## config.mk

```make
export PLATFORM = sky130hd
export DESIGN_NAME = pixel_mask_and_crop_core
export DESIGN_NICKNAME = d
export VERILOG_FILES = /design/src/pmc_pkg.sv /design/src/pixel_mask_and_crop_core.sv
export SDC_FILE = /design/constraint.sdc
export NUM_CORES = 2
export LEC_CHECK = 0
export BUFFER_PORTS_ARGS = -buffer_cell sky130_fd_sc_hd__buf_2
export CAP_MARGIN = 15
export CORE_MARGIN = 8
export CORE_UTILIZATION = 39
export DETAILED_ROUTE_END_ITERATION = 8
export GPL_ROUTABILITY_DRIVEN = 0
export PLACE_DENSITY = 0.54
export SYNTH_ARGS = -nofsm -noshare
export SYNTH_HDL_FRONTEND = slang
export SYNTH_SLANG_ARGS = --single-unit
```

## constraint.sdc

```tcl
create_clock -name clock -period 12.55 [get_ports clock]
set_clock_uncertainty 0.2 [all_clocks]
set_input_delay 2.51 -clock clock [delete_from_list [all_inputs] [get_ports clock]]
set_output_delay 2.51 -clock clock [all_outputs]
set_load 0.05 [all_outputs]
```

## src/pmc_pkg.sv

```systemverilog
// Shared types, register indexes and helper functions for the pixel mask and crop core.
`default_nettype none
package pmc_pkg;

   // Register indexes on the configuration channel.
   typedef enum logic [3:0] {
      REG_FRAME_WIDTH  = 4'd0,
      REG_FRAME_HEIGHT = 4'd1,
      REG_CROP_ORIGIN  = 4'd2,
      REG_CROP_SIZE    = 4'd3,
      REG_MASK_A       = 4'd4,
      REG_MASK_B       = 4'd5,
      REG_MASK_C       = 4'd6,
      REG_MASK_D       = 4'd7
   } reg_index_type;

   localparam int CoordBits   = 12;
   localparam int RectBits    = 64;
   localparam int PixelBits   = 24;
   localparam int MaxSlots    = 4;
   localparam logic [7:0] ByteMax = 8'hFF;

   localparam logic [CoordBits-1:0] FrameWidthReset  = 12'd640;
   localparam logic [CoordBits-1:0] FrameHeightReset = 12'd480;

   // Signed coordinate wide enough for a 16-bit field plus a 16-bit field.
   typedef logic signed [17:0] coord_type;
   typedef logic [CoordBits-1:0] count_type;

   // Sign-extend a 16-bit register field.
   function automatic coord_type sext16(input logic [15:0] v);
      return coord_type'({{2{v[15]}}, v});
   endfunction

   // Zero-extend a 12-bit count.
   function automatic coord_type zext12(input count_type v);
      return coord_type'({6'd0, v});
   endfunction

   function automatic coord_type max0(input coord_type a);
      return (a > 0) ? a : coord_type'(0);
   endfunction

   function automatic coord_type min2(input coord_type a, input coord_type b);
      return (a < b) ? a : b;
   endfunction

   // True when the pixel at col/row lies in the rectangle clipped to the frame.
   function automatic logic mask_hit(input logic [RectBits-1:0] rect,
                                     input count_type col, input count_type row,
                                     input count_type fw, input count_type fh);
      coord_type mx, my, mw, mh, x0, y0, x1, y1, c, r;
      mx = sext16(rect[15:0]);
      my = sext16(rect[31:16]);
      mw = sext16(rect[47:32]);
      mh = sext16(rect[63:48]);
      x0 = max0(mx);
      y0 = max0(my);
      x1 = min2(zext12(fw), mx + mw);
      y1 = min2(zext12(fh), my + mh);
      c  = zext12(col);
      r  = zext12(row);
      return (mw > 0) && (mh > 0) && (c >= x0) && (c < x1) && (r >= y0) && (r < y1);
   endfunction

endpackage
`default_nettype wire

```

## src/pixel_mask_and_crop_core.sv

```systemverilog
// Top level of the pixel mask and crop core: position counters, mask and crop logic.
//
//  Channel  Direction  Handshake              Payload
//  req      in         req_tvalid/req_tready  tdata: pixel_in; tuser: frame_start
//  rsp      out        rsp_tvalid/rsp_tready  tdata: pixel_out; tlast: last_pixel
//  csr      in         csr_valid/csr_ready    csr_index, csr_data
//
// One pixel is accepted per cycle while rsp does not stall; a pixel reaches the output
// through one input stage register and one result register.
// Pixels outside the crop window are dropped in the second stage and give no beat.
// Reset clears the position counters and valid bits, and resets the config registers.
// A stall on rsp holds the result register and backs up into the input stage.
// The configuration channel is always ready.
`default_nettype none
module pixel_mask_and_crop_core #(
   parameter int CHANNELS   = 3,
   parameter int MASK_SLOTS = 4
) (
   input  wire logic        clock,
   input  wire logic        reset,
   // Input pixel stream.
   input  wire logic        req_tvalid,
   output logic             req_tready,
   input  wire logic [23:0] req_tdata,   // [23:0] pixel_in
   input  wire logic        req_tuser,   // [0] frame_start
   // Result pixel stream.
   output logic             rsp_tvalid,
   input  wire logic        rsp_tready,
   output logic [23:0]      rsp_tdata,   // [23:0] pixel_out
   output logic             rsp_tlast,   // last_pixel
   // Register writes.
   input  wire logic        csr_valid,
   output logic             csr_ready,
   input  wire logic [3:0]  csr_index,
   input  wire logic [63:0] csr_data
);
   import pmc_pkg::*;

   localparam int PixBits = 8 * CHANNELS;
   localparam logic [PixBits-1:0] PixWhite = {CHANNELS{ByteMax}};

   // Configuration registers.
   count_type                  frame_width_ff, frame_height_ff;
   logic [31:0]                crop_origin_ff, crop_size_ff;
   logic [RectBits-1:0]        mask_ff [MASK_SLOTS];

   // Position counters.
   count_type                  column_ff, column_in, row_ff, row_in;
   count_type                  cur_col, cur_row;
   logic [CoordBits:0]         col_plus, row_plus;

   // Input stage.
   logic                       s1_valid_ff;
   logic [PixBits-1:0]         s1_pixel_ff;
   count_type                  s1_col_ff, s1_row_ff;

   // Result stage.
   logic                       rsp_valid_ff;
   logic [PixelBits-1:0]       rsp_pixel_ff;
   logic                       rsp_last_ff;

   logic                       req_fire, rsp_advance;
   logic                       masked, emit, last;
   logic [PixBits-1:0]         pixel_res;
   coord_type                  cxr, cyr, cwr, chr, cx, cy, cw, ch, col_s, row_s;

   assign csr_ready   = 1'b1;
   assign rsp_advance = !rsp_valid_ff || rsp_tready;
   assign req_tready  = !s1_valid_ff || rsp_advance;
   assign req_fire    = req_tvalid && req_tready;

   // Register write decode.
   always_ff @(posedge clock) begin
      if (reset) begin
         frame_width_ff  <= FrameWidthReset;
         frame_height_ff <= FrameHeightReset;
         crop_origin_ff  <= '0;
         crop_size_ff    <= '0;
         for (int i = 0; i < MASK_SLOTS; i++) begin
            mask_ff[i] <= '0;
         end
      end else if (csr_valid) begin
         unique case (reg_index_type'(csr_index))
            REG_FRAME_WIDTH:  frame_width_ff  <= csr_data[CoordBits-1:0];
            REG_FRAME_HEIGHT: frame_height_ff <= csr_data[CoordBits-1:0];
            REG_CROP_ORIGIN:  crop_origin_ff  <= csr_data[31:0];
            REG_CROP_SIZE:    crop_size_ff    <= csr_data[31:0];
            REG_MASK_A, REG_MASK_B, REG_MASK_C, REG_MASK_D: begin
               for (int i = 0; i < MASK_SLOTS; i++) begin
                  if (csr_index == 4'(int'(REG_MASK_A) + i)) begin
                     mask_ff[i] <= csr_data;
                  end
               end
            end
            default: ;
         endcase
      end
   end

   // Position of the incoming pixel and the counters' next values.
   always_comb begin
      cur_col   = req_tuser ? '0 : column_ff;
      cur_row   = req_tuser ? '0 : row_ff;
      col_plus  = {1'b0, cur_col} + 1'b1;
      row_plus  = {1'b0, cur_row} + 1'b1;
      column_in = column_ff;
      row_in    = row_ff;
      if (req_fire) begin
         if (col_plus >= {1'b0, frame_width_ff}) begin
            column_in = '0;
            row_in    = (row_plus >= {1'b0, frame_height_ff}) ? '0 : row_plus[CoordBits-1:0];
         end else begin
            column_in = col_plus[CoordBits-1:0];
            row_in    = cur_row;
         end
      end
   end

   always_ff @(posedge clock) begin
      if (reset) begin
         column_ff <= '0;
         row_ff    <= '0;
      end else begin
         column_ff <= column_in;
         row_ff    <= row_in;
      end
   end

   // Input stage register.
   always_ff @(posedge clock) begin
      if (reset) begin
         s1_valid_ff <= 1'b0;
      end else if (req_tready) begin
         s1_valid_ff <= req_tvalid;
      end
   end

   always_ff @(posedge clock) begin
      if (req_fire) begin
         s1_pixel_ff <= req_tdata[PixBits-1:0];
         s1_col_ff   <= cur_col;
         s1_row_ff   <= cur_row;
      end
   end

   // Mask test against every slot, crop window and last-pixel detection.
   always_comb begin
      masked = 1'b0;
      for (int i = 0; i < MASK_SLOTS; i++) begin
         masked = masked | mask_hit(mask_ff[i], s1_col_ff, s1_row_ff,
                                    frame_width_ff, frame_height_ff);
      end
      pixel_res = masked ? PixWhite : s1_pixel_ff;

      col_s = zext12(s1_col_ff);
      row_s = zext12(s1_row_ff);
      last  = ({1'b0, s1_col_ff} + 1'b1 == {1'b0, frame_width_ff}) &&
              ({1'b0, s1_row_ff} + 1'b1 == {1'b0, frame_height_ff});
      emit  = 1'b1;

      cxr = sext16(crop_origin_ff[15:0]);
      cyr = sext16(crop_origin_ff[31:16]);
      cwr = sext16(crop_size_ff[15:0]);
      chr = sext16(crop_size_ff[31:16]);
      cx  = max0(cxr);
      cy  = max0(cyr);
      cw  = min2(cwr, zext12(frame_width_ff) - cx);
      ch  = min2(chr, zext12(frame_height_ff) - cy);
      if ((cwr > 0) && (chr > 0) && (cw > 0) && (ch > 0)) begin
         emit = (col_s >= cx) && (col_s < cx + cw) && (row_s >= cy) && (row_s < cy + ch);
         last = (col_s + 1 == cx + cw) && (row_s + 1 == cy + ch);
      end
   end

   // Result register; pixels outside the window leave no beat.
   always_ff @(posedge clock) begin
      if (reset) begin
         rsp_valid_ff <= 1'b0;
      end else if (rsp_advance) begin
         rsp_valid_ff <= s1_valid_ff && emit;
      end
   end

   always_ff @(posedge clock) begin
      if (rsp_advance && s1_valid_ff && emit) begin
         rsp_pixel_ff <= PixelBits'(pixel_res);
         rsp_last_ff  <= last;
      end
   end

   assign rsp_tvalid = rsp_valid_ff;
   assign rsp_tdata  = rsp_pixel_ff;
   assign rsp_tlast  = rsp_last_ff;

endmodule
`default_nettype wire

```

==> results.txt <==
----------------------------------------------------
[CTS]
  Hold-fix buffer count after cts ... 0
  TritonCTS clock tree ... built
  Worst skew pair latency ... between 0.6 and 0.7 ns
  Clk pin slew, worst setup/hold paths ... 0.06 ns
  Maximum buffer depth of the clock tree ... 3
  CTS Buf Count ... 55
  Number of clock sinks ... 443
  Cell chosen for the clock root ... clkbuf_16
  Number of H-tree levels ... 2
  Cells resized by post-CTS repair ... 0
  Number of setup buffers added after CTS ... 0

[Synth]
  Post-synth EDFFs ... 329
  Synthesized netlist cell count ... between 4000 and 5000
  Sequential fraction of the synthesis area ... roughly a third
  Cell types with the largest area share after synthesis ... edfxtp_1, ha_1, dfxtp_1
  Cell variety after synth ... slightly above 90
  Area of the mapped netlist ... ~0.037 sq mm
  Register bit total from synthesis ... 443
  Top FF cell, synth ... edfxtp_1
  Average footprint of a synthesized cell ... approximately 9.2 sq um
  Library cell occupying the most area in the post-synthesis netlist ... edfxtp_1
  Post-synth ARST share ... 0%
  Yosys warning total ... 0
  Fraction of post-synthesis cell area in the top cell type by area ... between 20% and 30%

[Setup path]
  Capturing element type of the critical path ... flop
  Critical path depth in cells ... 33
  Critical path type ... reg2reg
  Worst EP required ... 12.65 ns
  Setup slack, reg-to-reg ... approximately 3.9 ns
  Cell depth of the worst flop-to-flop path ... 33
  Slowest CP cell ... nor3_1
  Worst path max stage delay ... 0.63 ns
  Worst setup SP type ... flop
  Arrival time of data at the critical path endpoint ... 8.77 ns
  Buf+Inv Stages, Crit Path ... 2
  Largest fanout on the critical path ... 25
  Top cell family by delay on the critical path ... compound AO/OA/AOI/OAI gates
  R2r endpoint ... rsp_tdata[20]
  R2R Path Start ... crop_origin_ff[12]

[Detailed routing]
  Final ANT Viol Nets ... 0
  Via count of the routed design ... between 30000 and 40000
  Violation count after the first detailed-routing iteration ... about 2600
  Total wirelength of the detailed-routed design ... about 130000 um
  Average vias per placed instance ... 5.70
  DR DRC count ... 0
  Total iterations of the first detailed-routing run ... 5
  Average detailed-routed wire length per instance ... around 23 um

[Floorplanning]
  Number of top-level pins ... 126
  # rows ... around 110
  Starting utilization of the core area ... about two fifths
  Y dimension of the die ... between 300 and 400 um
  Core Box Area ... around 0.095 sq mm
  Die Width ... roughly 330 um
  Area of the die ... between 0.1 and 0.15 sq mm

[Global route]
  Largest net degree at the start of global routing ... 65
  Global-route total usage across every layer ... between 20% and 30%
  Initial antenna violation count ... 4
  Gr ovfl total ... 0
  Wire length of the first global-routing pass ... 191000 um
  Via count of the first global-routing pass ... about 30000

[Timing]
  Hold slack final ... roughly 0.25 ns
  Slew headroom ... about 27%
  Max Clk Rate ... between 0.1 and 0.15 GHz
  Sum Neg Setup Slack ... 0 ns
  Portion of the clock cycle consumed by the worst path in the final layout ... 69.1%
  Final Max Tran Viols ... 0
  Endpoints failing hold ... 0
  Minimum clock period ... between 8 and 9 ns
  Setup repair after global routing missed its margin ... false
  Worst-Margin Slew ... 1.08 ns
  Final setup violation count ... 0

[Worst hold path]
  Type of the most critical hold path ... reg2reg
  Hold Path Stages ... 2
  Worst Hold Launch ... column_ff[6]
  WHS Endpoint ... column_ff[6]

[Pwr]
  P_leak ... 0.0172 uW
  Power density cells ... 110 mW/mm^2
  Peak ir drop on the vdd network ... around 0.1 mV
  Sum of internal, switching and leakage power ... 4600 uW

[Cells and area]
  Fin nets ... roughly 4900
  Fraction of layout cells with a size suffix above 1 ... roughly 8.1%
  Most frequent cells in the layout ... ha_1, a21oi_1, nand2_1
  Final-layout fill cell count ... 9336
  Most frequent standard cell in the layout excluding fill and tap cells ... ha_1
  Layout overhead on the synthesized area ... 11.3%

[Place]
  Detailed placement HPWL ... slightly below 100000 um
  Number of port buffers ... about 120

[Run status]
  Run status ... completed

[Job]
  Max-cap check violation count ... 0

----------------------------------------------------
==> where the power goes <==
group	switching, uW	total, uW	internal (uW)
combinational	756	1250	494
clock	678	1640	957
sequential	67.6	1710	1650
==> metrics by stage <==
step / cell area [sq um] / worst slack, ns / util [%] / std cells
3_5_place_dp: 39800 / 3.95 / 41.9 / 5409
3_3_place_gp: 39800 / 4.02 / 41.9 / 5409
5_1_grt: 41600 / 3.01 / 43.8 / 5511
4_1_cts: 41600 / 3.93 / 43.8 / 5510
6_report: 41600 / 3.88 / 43.8 / 5513
2_1_floorplan: 37400 / 3.83 / - / 4057
==> area by class of cell <==
| type | count | area [sq um] | area share [%] |
|---|---|---|---|
| multi-input cells | 3360 | 24400 | 58.5 |
| repair buffers | 193 | 1140 | 2.75 |
| diodes | 2 | 5.00 | 0.0120 |
| flip-flops and latches | 443 | 12200 | 29.2 |
| clock buffers | 70 | 1480 | 3.57 |
| inverters | 149 | 559 | 1.34 |
| clock inverters | 31 | 325 | 0.782 |
| well taps | 1265 | 1580 | 3.80 |
==> flip-flops by register name, indices dropped and copies added (netlist names), 12 cells and up <==
register         flops
rsp_tdata           24
column_ff           12
crop_size_ff        32
s1_row_ff           12
s1_col_ff           12
frame_height_ff     12
row_ff              12
s1_pixel_ff         24
crop_origin_ff      32
frame_width_ff      12
mask_ff            256
==> cells in the mapped netlist, types with 7 or more instances <==
master / n
o21ai_0: 184
a2111oi_0: 21
a211oi_1: 45
nand3b_1: 13
nor3b_1: 7
a21o_1: 115
nand2b_1: 116
xnor2_1: 114
o21a_1: 63
o2111ai_1: 14
edfxtp_1: 329
o21bai_1: 31
o211ai_1: 37
buf_1: 10
a221oi_1: 7
nand4_1: 31
o21ai_1: 8
nand2_1: 356
mux2_2: 25
xor2_1: 106
ha_1: 578
fa_1: 12
and3_1: 27
mux2i_1: 40
o22ai_1: 8
a41oi_1: 14
dfxtp_1: 114
nor2b_1: 63
nor4_1: 78
inv_1: 149
a211o_1: 17
a21oi_1: 400
o31ai_1: 25
and4_1: 9
nand3_1: 77
and2_1: 269
a31oi_1: 24
a21boi_0: 8
clkbuf_1: 90
nor2_1: 206
nor3_1: 83
or3_1: 36
==> cells by family after synthesis <==
group / Yosys count / share of synthesized area, %
adders and majority gates: 590 / 20.0
xor gates and xnor gates: 223 / 5.34
other: 2 / 0.0201
AOI/OAI and AO/OA: 1081 / 18.4
DFF: 443 / 32.5
and+or+nand+nor: 1393 / 19.3
muxes: 66 / 1.85
buffers and inverters: 254 / 2.61
==> how the worst max path moves through the flow <==
stage	start	end	slack (ns)
2_1_floorplan	crop_origin_ff[15]	rsp_tdata[0]	3.83
3_3_place_gp	crop_origin_ff[12]	rsp_tdata[18]	4.02
3_5_place_dp	crop_origin_ff[24]	rsp_tdata[16]	3.95
4_1_cts	crop_origin_ff[24]	rsp_tdata[7]	3.93
5_1_grt	crop_origin_ff[31]	rsp_tdata[18]	3.01
6_report	crop_origin_ff[12]	rsp_tdata[20]	3.88
==> worst reg2reg max path, delay by kind of cell, from the launching register on <==
kind	cells	cell delay, ns
AOI/OAI and AO/OA	19	4.23
and+or+nand+nor	6	1.30
adders and majority gates	4	1.13
buffers and inverters	2	0.60
DFF	1	0.33
muxes	1	0.30
xor gates and xnor gates	1	0.25
==> layer usage <==
metal	vias to the layer above	global-route usage (%)	routed length, um
li1	15306	-	-
met1	15024	31.4	57400
met2	869	38.3	58000
met3	211	2.90	7520
met4	0	8.92	5390
met5	-	0	0
(Power assumes the default switching activity.)
